===== src/sv/assert_macros.svh =====
// Assertion macros shared by the RTL of the button debouncer.
// Depends on clk and rst_n in the scope of the module that uses them.
`ifndef ASSERT_MACROS_SVH
`define ASSERT_MACROS_SVH

// Property sampled on clk, off while reset is asserted.
`define CHK_PROP(lbl, prop, msg) \
    lbl: assert property (@(posedge clk) disable iff (!rst_n) (prop)) else $error(msg);

// Same-cycle implication: when a holds, b holds.
`define CHK_IMPLY(lbl, a, b, msg) \
    lbl: assert property (@(posedge clk) disable iff (!rst_n) (a) |-> (b)) else $error(msg);

`endif


===== src/sv/mbdhd_pkg.sv =====
// Types and constants for the multi-button debouncer with hold detection.
// No dependencies; used by the top level.
package mbdhd_pkg;

    localparam int BTN_W      = 32;
    localparam int TIME_W     = 32;
    localparam int HIST_W     = 4;   // low nibble of the history, high nibble always ones
    localparam int INTERVAL_W = 8;
    localparam int TIMEOUT_W  = 16;
    localparam int HOLD_IDX_W = 5;
    localparam int CFG_IDX_W  = 2;
    localparam int CFG_DATA_W = 16;

    // configuration register indexes
    localparam logic [CFG_IDX_W-1:0] CFG_CHECK_INTERVAL = 2'd0;
    localparam logic [CFG_IDX_W-1:0] CFG_HOLD_TIMEOUT   = 2'd1;
    localparam logic [CFG_IDX_W-1:0] CFG_HOLD_BUTTON    = 2'd2;

    localparam logic [INTERVAL_W-1:0] RESET_CHECK_INTERVAL = 8'd5;
    localparam logic [TIMEOUT_W-1:0]  RESET_HOLD_TIMEOUT   = 16'd1500;

    localparam logic [HIST_W-1:0] HIST_RELEASED = 4'h0;
    localparam logic [HIST_W-1:0] HIST_PRESSED  = 4'hF;

    typedef struct packed {
        logic [BTN_W-1:0]  raw_pins;
        logic [TIME_W-1:0] now_ms;
        logic              menu_shown;
        logic              resume_all;
    } scan_t;

    typedef struct packed {
        logic              scanned;
        logic [BTN_W-1:0]  pressed_state;
        logic [BTN_W-1:0]  changed_mask;
        logic [BTN_W-1:0]  dispatched_mask;
        logic              hold_event;
        logic              processing_on;
    } result_t;

endpackage


===== src/sv/multi_button_debounce_hold_detect.sv =====
// Top level of the multi-button debouncer with long-hold detection.
// Depends on mbdhd_pkg and assert_macros.svh.
//
// One scan request goes in, one result comes out. A scan is first captured in
// an input register; from there a single pass of combinational logic
// debounces all buttons, works out the change, dispatch and re-enable masks,
// runs the hold timer and loads the result register together with all state.
// A new scan is taken every cycle as long as the result side keeps up: the
// input register only stalls when a result is waiting and the consumer
// stalls it.
// A scan is processed only when now_ms - last processed scan time (mod 2^32)
// exceeds check_interval_ms; otherwise the result reports scanned = 0 and the
// current state, and only resume_all takes effect. Each button keeps a 4-bit
// level history (the constant high nibble of the 8-bit form is implied); all
// ones or all zeros is a stable level. Buttons are treated as if handled in
// ascending index order: a change seen while processing is on re-enables every
// disabled released button, judged against the pressed word as updated so far.
// The watched button is timed while pressed and enabled; a hold longer than
// hold_timeout_ms with no menu shown disables it and turns processing off.
// Configuration writes are always ready and should only be issued while idle.
`include "assert_macros.svh"

module multi_button_debounce_hold_detect #(
    parameter int NUM_BUTTONS = 32
) (
    input  logic                            clk,
    input  logic                            rst_n,
    // scan channel
    input  logic                            scan_valid,
    output logic                            scan_stall,
    input  mbdhd_pkg::scan_t                scan,
    // result channel
    output logic                            res_valid,
    input  logic                            res_stall,
    output mbdhd_pkg::result_t              res,
    // configuration write channel
    input  logic                            cfg_valid,
    output logic                            cfg_ready,
    input  logic [mbdhd_pkg::CFG_IDX_W-1:0] cfg_index,
    input  logic [mbdhd_pkg::CFG_DATA_W-1:0] cfg_data
);

    localparam int BW = mbdhd_pkg::BTN_W;
    // buttons that exist; the rest are never scanned
    localparam logic [BW-1:0] BTN_MASK = BW'((64'd1 << NUM_BUTTONS) - 64'd1);

    // ------------------------------------------------------------------
    // configuration registers
    // ------------------------------------------------------------------
    logic [mbdhd_pkg::INTERVAL_W-1:0] interval_reg;
    logic [mbdhd_pkg::TIMEOUT_W-1:0]  timeout_reg;
    logic [mbdhd_pkg::HOLD_IDX_W-1:0] hold_idx_reg;

    assign cfg_ready = 1'b1;

    always_ff @(posedge clk or negedge rst_n)
    begin
        if (!rst_n)
        begin
            interval_reg <= mbdhd_pkg::RESET_CHECK_INTERVAL;
            timeout_reg  <= mbdhd_pkg::RESET_HOLD_TIMEOUT;
            hold_idx_reg <= '0;
        end
        else if (cfg_valid && cfg_ready)
        begin
            unique case (cfg_index)
                mbdhd_pkg::CFG_CHECK_INTERVAL:
                    interval_reg <= cfg_data[mbdhd_pkg::INTERVAL_W-1:0];
                mbdhd_pkg::CFG_HOLD_TIMEOUT:
                    timeout_reg <= cfg_data[mbdhd_pkg::TIMEOUT_W-1:0];
                mbdhd_pkg::CFG_HOLD_BUTTON:
                    hold_idx_reg <= cfg_data[mbdhd_pkg::HOLD_IDX_W-1:0];
                default:
                begin
                    // unknown register: write dropped
                end
            endcase
        end
    end

    // ------------------------------------------------------------------
    // input register and handshake
    // ------------------------------------------------------------------
    mbdhd_pkg::scan_t   scan_reg;
    logic               scan_vld_reg;
    mbdhd_pkg::result_t res_reg;
    logic               res_vld_reg;
    logic               advance;

    // one pass per cycle: fire when a scan is held and the result slot frees
    assign advance    = scan_vld_reg && (!res_vld_reg || !res_stall);
    assign scan_stall = scan_vld_reg && !advance;

    always_ff @(posedge clk or negedge rst_n)
    begin
        if (!rst_n)
        begin
            scan_vld_reg <= 1'b0;
        end
        else if (!scan_stall)
        begin
            scan_vld_reg <= scan_valid;
        end
    end

    always_ff @(posedge clk)
    begin
        if (scan_valid && !scan_stall)
        begin
            scan_reg <= scan;
        end
    end

    // ------------------------------------------------------------------
    // debounce state
    // ------------------------------------------------------------------
    logic [mbdhd_pkg::HIST_W-1:0] hist_reg  [NUM_BUTTONS];
    logic [mbdhd_pkg::HIST_W-1:0] hist_next [NUM_BUTTONS];
    logic [BW-1:0]                pressed_reg, pressed_next;
    logic [BW-1:0]                enable_reg, enable_next;
    logic                         proc_reg, proc_next;
    logic [mbdhd_pkg::TIME_W-1:0] hold_start_reg, hold_start_next;
    logic [mbdhd_pkg::TIME_W-1:0] last_scan_reg, last_scan_next;

    // ------------------------------------------------------------------
    // single-pass scan logic
    // ------------------------------------------------------------------
    logic [mbdhd_pkg::TIME_W-1:0] since_last, held_for;
    logic                         do_scan;
    logic                         proc_eff;
    logic [BW-1:0]                level;      // 1 = pressed
    logic [BW-1:0]                stable;
    logic [BW-1:0]                changed;
    logic [BW-1:0]                dispatched;
    logic [BW-1:0]                chg_below;  // some change at a lower index
    logic [BW-1:0]                chg_at_up;  // some change at this index or above
    logic [BW-1:0]                sweep_en;
    logic [BW-1:0]                enable_swept;
    logic [BW-1:0]                hold_bit;
    logic                         hold_active;
    logic                         hold_fire;

    always_comb
    begin
        since_last = scan_reg.now_ms - last_scan_reg;
        held_for   = scan_reg.now_ms - hold_start_reg;
        do_scan    = since_last > mbdhd_pkg::TIME_W'(interval_reg);
        proc_eff   = proc_reg || scan_reg.resume_all;
        level      = ~scan_reg.raw_pins & BTN_MASK;

        stable = '0;
        for (int k = 0; k < NUM_BUTTONS; k++)
        begin
            hist_next[k] = {hist_reg[k][mbdhd_pkg::HIST_W-2:0], level[k]};
            stable[k]    = (hist_next[k] == mbdhd_pkg::HIST_RELEASED)
                        || (hist_next[k] == mbdhd_pkg::HIST_PRESSED);
        end

        changed      = do_scan ? (stable & (level ^ pressed_reg) & BTN_MASK) : '0;
        pressed_next = pressed_reg ^ changed;

        // prefix flags of the in-order walk over the buttons
        for (int j = 0; j < BW; j++)
        begin
            chg_below[j] = 1'b0;
            chg_at_up[j] = 1'b0;
            for (int i = 0; i < BW; i++)
            begin
                if (i < j)
                    chg_below[j] = chg_below[j] | changed[i];
                else
                    chg_at_up[j] = chg_at_up[j] | changed[i];
            end
        end

        // a button is already re-enabled when its turn comes if an earlier
        // change swept it while its pressed bit still held the old value
        dispatched = proc_eff
                   ? (changed & (enable_reg | (chg_below & ~pressed_reg))) : '0;
        // sweeps at or after a button see its new level, before it the old one
        sweep_en     = proc_eff
                     ? ((chg_at_up & ~pressed_next) | (chg_below & ~pressed_reg)) : '0;
        enable_swept = enable_reg | sweep_en;

        hold_bit    = BW'(1) << hold_idx_reg;
        hold_active = |(hold_bit & pressed_next & enable_swept);
        hold_fire   = do_scan && hold_active && (hold_start_reg != '0)
                   && (held_for > mbdhd_pkg::TIME_W'(timeout_reg))
                   && !scan_reg.menu_shown;

        enable_next     = enable_swept;
        proc_next       = proc_eff;
        hold_start_next = hold_start_reg;
        if (do_scan)
        begin
            if (!hold_active || hold_fire)
                hold_start_next = '0;
            else if (hold_start_reg == '0)
                hold_start_next = scan_reg.now_ms;
            if (hold_fire)
            begin
                enable_next = enable_swept & ~hold_bit;
                proc_next   = 1'b0;
            end
        end
        last_scan_next = do_scan ? scan_reg.now_ms : last_scan_reg;
    end

    always_ff @(posedge clk or negedge rst_n)
    begin
        if (!rst_n)
        begin
            for (int k = 0; k < NUM_BUTTONS; k++)
                hist_reg[k] <= mbdhd_pkg::HIST_RELEASED;
            pressed_reg    <= '0;
            enable_reg     <= '1;
            proc_reg       <= 1'b1;
            hold_start_reg <= '0;
            last_scan_reg  <= '0;
        end
        else if (advance)
        begin
            if (do_scan)
            begin
                for (int k = 0; k < NUM_BUTTONS; k++)
                    hist_reg[k] <= hist_next[k];
            end
            pressed_reg    <= pressed_next;
            enable_reg     <= enable_next;
            proc_reg       <= proc_next;
            hold_start_reg <= hold_start_next;
            last_scan_reg  <= last_scan_next;
        end
    end

    // ------------------------------------------------------------------
    // result register
    // ------------------------------------------------------------------
    always_ff @(posedge clk or negedge rst_n)
    begin
        if (!rst_n)
        begin
            res_vld_reg <= 1'b0;
        end
        else if (advance)
        begin
            res_vld_reg <= 1'b1;
        end
        else if (!res_stall)
        begin
            res_vld_reg <= 1'b0;
        end
    end

    always_ff @(posedge clk)
    begin
        if (advance)
        begin
            res_reg.scanned         <= do_scan;
            res_reg.pressed_state   <= pressed_next;
            res_reg.changed_mask    <= changed;
            res_reg.dispatched_mask <= dispatched;
            res_reg.hold_event      <= hold_fire;
            res_reg.processing_on   <= proc_next;
        end
    end

    assign res_valid = res_vld_reg;
    assign res       = res_reg;

    // ------------------------------------------------------------------
    // checks
    // ------------------------------------------------------------------
    `CHK_IMPLY(a_chg_needs_scan, res_valid && (res.changed_mask != '0), res.scanned,
        "change reported on a scan that was not processed")
    `CHK_PROP(a_disp_in_chg, !res_valid || ((res.dispatched_mask & ~res.changed_mask) == '0),
        "dispatched button without a change")
    `CHK_IMPLY(a_hold_stops_proc, res_valid && res.hold_event, !res.processing_on,
        "hold event left processing on")
    `CHK_IMPLY(a_disp_needs_proc, res_valid && (res.dispatched_mask != '0),
        res.processing_on || res.hold_event, "dispatch while processing was off")

endmodule


===== config.mk =====
export PLATFORM = sky130hd
export DESIGN_NAME = multi_button_debounce_hold_detect
export DESIGN_NICKNAME = d
export VERILOG_FILES = /design/src/sv/mbdhd_pkg.sv /design/src/sv/multi_button_debounce_hold_detect.sv
export VERILOG_INCLUDE_DIRS = /design/src /design/src/sv
export SDC_FILE = /design/constraint.sdc
export NUM_CORES = 1
export LEC_CHECK = 0
export ABC_AREA = 1
export BUFFER_PORTS_ARGS = -buffer_cell sky130_fd_sc_hd__buf_2
export CELL_PAD_IN_SITES_DETAIL_PLACEMENT = 0
export CELL_PAD_IN_SITES_GLOBAL_PLACEMENT = 1
export CORE_UTILIZATION = 40
export CTS_BUF_LIST = sky130_fd_sc_hd__clkbuf_4 sky130_fd_sc_hd__clkbuf_8 sky130_fd_sc_hd__clkbuf_16
export DETAILED_ROUTE_END_ITERATION = 12
export PLACE_DENSITY_LB_ADDON = 0.1
export SLEW_MARGIN = 20
export SYNTH_ARGS = -nofsm -noshare
export SYNTH_HDL_FRONTEND = slang
export SYNTH_SLANG_ARGS = --single-unit

===== constraint.sdc =====
create_clock -name clk -period 6.5 [get_ports clk]
set_input_delay 1.3 -clock clk [delete_from_list [all_inputs] [get_ports clk]]
set_output_delay 1.3 -clock clk [all_outputs]
set_load 0.01 [all_outputs]

==> impl_metrics.env <==
export IMPL_cts_root_to_sink_buffers=3
export IMPL_min_delay_path_class="flip-flop to flip-flop"
export IMPL_path_clk_slew_ns=0.06
export IMPL_critPathArrivalTime_ns=6.35
export IMPL_vias_per_cell=5.02
export IMPL_syn_to_final_growth_pct=14.8
export IMPL_slew_headroom_pct=32.1
export IMPL_placeableCoreArea_mm2=0.0569
export IMPL_cts_sink_count=421
export IMPL_gp_routability_congestion=0.907
export IMPL_max_cap_violations=0
export IMPL_period_share_pct=90.6
export IMPL_row_count=87
export IMPL_worst_path_largest_cell_delay_ns=0.41
export IMPL_worstHoldEndpoint="enable_reg[1]$_DFFE_PN1P_"
export IMPL_final_hold_worst_slack_ns=0.469
export IMPL_drt_drc_violations_left=0
export IMPL_routedWlPerCell_um=17.6
export IMPL_power_ir_vdd_worst_uv=679
export IMPL_place_inst=3760
export IMPL_crit_path_start="scan_reg[2]$_DFFE_PP_"
export IMPL_die_x_um=243
export IMPL_overflow=0
export IMPL_ff2ff_path_depth=36
export IMPL_synth_edff_count=165
export IMPL_final_layout_size_suffix_gt1_share_pct=13.0
export IMPL_finalCriticalPeriod_ns=5.89
export IMPL_largest_register_ff_count=99
export IMPL_synth_nets=3045
export IMPL_syn_mean_instance_area_um2=8.10
export IMPL_fmaxAchievable_ghz=0.170
export IMPL_yosys_warnings=0
export IMPL_antennaDiodeCount=0
export IMPL_end_kind="flip-flop"
export IMPL_place_port_buffers=189
export IMPL_setup_tns_ns=0
export IMPL_worst_slew_pin_slew_ns=1.02
export IMPL_post_cts_resized_instances=0
export IMPL_die_area_mm2=0.0590
export IMPL_htree_levels=2
export IMPL_final_hold_violations=0
export IMPL_synth_distinct_cells=54
export IMPL_static_leakage_power_nw=12.9
export IMPL_initialDrtViolationCount=1159
export IMPL_seqCellArea_mm2=0.0114
export IMPL_grt_setup_unrepaired="false"
export IMPL_layoutNonFillerInstCount=3849
export IMPL_synth_simple_gate_area_share_pct=24.0
export IMPL_ports_placed_on_the_boundary=191
export IMPL_synth_seq_area_share_pct=49.1
export IMPL_antenna_found_initial=0
export IMPL_post_cts_setup_buffer_count=0
export IMPL_drt_pass1_iterations=7
export IMPL_numCtsBuffers=48
export IMPL_start_kind="flip-flop"
export IMPL_final_cell_mix="sky130_fd_sc_hd__nand2_1 (754), sky130_fd_sc_hd__inv_1 (434), sky130_fd_sc_hd__nor2_1 (242), sky130_fd_sc_hd__o21ai_0 (229), sky130_fd_sc_hd__dfrtp_1 (214)"
export IMPL_n_fill_cell=5614
export IMPL_synth_top_family_by_area="simple AND/OR/NAND/NOR gates"
export IMPL_slowest_stage="sky130_fd_sc_hd__fa_1"
export IMPL_cts_tree="built"
export IMPL_crit_required_ns=6.96
export IMPL_syn_inst=2868
export IMPL_path_class="flip-flop to flip-flop"
export IMPL_cp_max_fo=32
export IMPL_synth_xor_xnor_area_share_pct=2.30
export IMPL_min_from="enable_reg[1]$_DFFE_PN1P_"
export IMPL_place_detailed_hpwl_um=51400
export IMPL_groute_usage_overall_pct=23.0
export IMPL_ys_async_sr_fraction_pct=60.8
export IMPL_fin_worst_skew_ns=0.0265
export IMPL_outcome="finished, final reports clean"
export IMPL_wl_um=67800
export IMPL_pwr_density_cell_mw_per_mm2=471
export IMPL_root_buffer="sky130_fd_sc_hd__clkbuf_16"
export IMPL_synth_area_mux_share_pct=0
export IMPL_synth_compound_gate_area_share_pct=10.9
export IMPL_grt_start_max_net_pins=143
export IMPL_finalNetCount=3231
export IMPL_rr_startpoint="scan_reg[2]$_DFFE_PP_"
export IMPL_multi_input_area_mm2=0.00981
export IMPL_pre_cts_setup_slack_ns=0.244
export IMPL_synth_fa_ha_area_share_pct=4.80
export IMPL_yosys_register_bits=421
export IMPL_critPathMostFrequentCell="sky130_fd_sc_hd__nand2_1"
export IMPL_number_of_buffers_inserted_for_hold_repair_after_clock_tree_synthesis=0
export IMPL_synth_ff_type="sky130_fd_sc_hd__dfrtp_1"
export IMPL_holdPathStages=2
export IMPL_reg2reg_setup_slack_ns=0.61
export IMPL_clock_latency_ns=0.59
export IMPL_fp_dieH_um=243
export IMPL_syn_cell_area_mm2=0.0232
export IMPL_dr_total_vias=19300
export IMPL_global_route_wire_length_before_repair_um=106000
export IMPL_finalSetupViolCount=0
export IMPL_drv_slew=0
export IMPL_mostFrequentLayoutCell="sky130_fd_sc_hd__nand2_1"
export IMPL_final_setup_worst_slack_ns=0.613
export IMPL_timing_rr_end="hold_start_reg[21]$_DFFE_PN0P_"
export IMPL_grt_pass1_vias=18900
export IMPL_start_util_pct=40.8
export IMPL_final_antenna_net_count=0
how the worst max path moves through the flow:
stage | to | slack, ns | cells past startpoint
after global placement | enable_reg[2]$_DFFE_PN1P_ | 0.32 | 37
after detailed placement | enable_reg[7]$_DFFE_PN1P_ | 0.24 | 37
after global routing | hold_start_reg[21]$_DFFE_PN0P_ | 0.04 | 37
after CTS | enable_reg[7]$_DFFE_PN1P_ | 0.18 | 37
after floorplan | res[0]$_DFFE_PP_ | 1.46 | 4
final | hold_start_reg[21]$_DFFE_PN0P_ | 0.61 | 36
critical path: cells and delay by family, from the launching register on:
kind | cells | cell delay [ns]
xor gates and xnor gates | 1 | 0.10
buffers and inverters | 4 | 0.59
DFF | 1 | 0.32
adders and majority gates | 3 | 0.93
and+or+nand+nor | 28 | 3.77
metal layers:
layer	vias to the layer above	GRT usage, %	share of wire (%)
li1	9743	-	-
met1	9069	29.2	44
met2	409	40.6	50
met3	97	2.55	3.5
met4	0	7.33	2.7
met5	-	0	0
report_power, final:
part / total, mW / switching (mW) / internal (mW)
clock network: 2.74 / 1.12 / 1.62
registers: 4.06 / 0.467 / 3.59
logic: 5.75 / 4.02 / 1.73
logic make-up (layout without fill, tap and decap cells):
family                   Yosys count  in the layout
AO/OA/AOI/OAI                    453            453
XOR/XNOR                          61             61
adder cells (fa/ha/maj)           88             88
buffers and inverters            530            755
flip-flops                       421            421
other                              1              1
AND/OR/NAND/NOR                 1314           1314
area by class of cell:
class | count | area share (%)
multi-input combinational | 1917 | 36.8
sequential | 421 | 42.8
clock inverter | 23 | 0.911
clock buffer | 66 | 5.06
tap | 756 | 3.55
timing repair buffer | 215 | 4.51
inverter | 451 | 6.37
through the flow:
| step | power [mW] | instance area [um^2] | util, % |
|---|---|---|---|
| floorplan | 7.93 | 23200 | - |
| global placement | 9.81 | 25000 | 44.0 |
| detailed placement | 9.87 | 25000 | 44.0 |
| CTS | 12.7 | 26600 | 46.8 |
| global route | 13.5 | 26700 | 46.8 |
| finish | 12.5 | 26700 | 46.8 |
synth_stat cells (6+ instances only):
master / n / area [um^2]
sky130_fd_sc_hd__a211oi_1: 11 / 82.6
sky130_fd_sc_hd__nor2_1: 245 / 920
sky130_fd_sc_hd__or2_2: 6 / 37.5
sky130_fd_sc_hd__nor3_1: 45 / 225
sky130_fd_sc_hd__clkbuf_1: 64 / 240
sky130_fd_sc_hd__a21oi_1: 111 / 556
sky130_fd_sc_hd__nor4_1: 11 / 68.8
sky130_fd_sc_hd__buf_6: 7 / 78.8
sky130_fd_sc_hd__dfrtp_1: 214 / 5360
sky130_fd_sc_hd__nand3b_1: 6 / 45.0
sky130_fd_sc_hd__edfxtp_1: 165 / 4950
sky130_fd_sc_hd__dfstp_2: 42 / 1100
sky130_fd_sc_hd__nand2_1: 756 / 2840
sky130_fd_sc_hd__o31ai_1: 9 / 67.6
sky130_fd_sc_hd__nand4_1: 72 / 450
sky130_fd_sc_hd__xor2_1: 47 / 412
sky130_fd_sc_hd__ha_1: 86 / 1080
sky130_fd_sc_hd__o21ai_1: 31 / 155
sky130_fd_sc_hd__o21bai_1: 11 / 82.6
sky130_fd_sc_hd__xnor2_1: 14 / 123
sky130_fd_sc_hd__inv_1: 436 / 1640
sky130_fd_sc_hd__o21ai_0: 229 / 1150
sky130_fd_sc_hd__nand3_1: 138 / 691
sky130_fd_sc_hd__inv_2: 10 / 37.5
sky130_fd_sc_hd__o41ai_1: 32 / 280
sky130_fd_sc_hd__nand2_2: 13 / 81.3
Power figures use the tool's default switching activity.
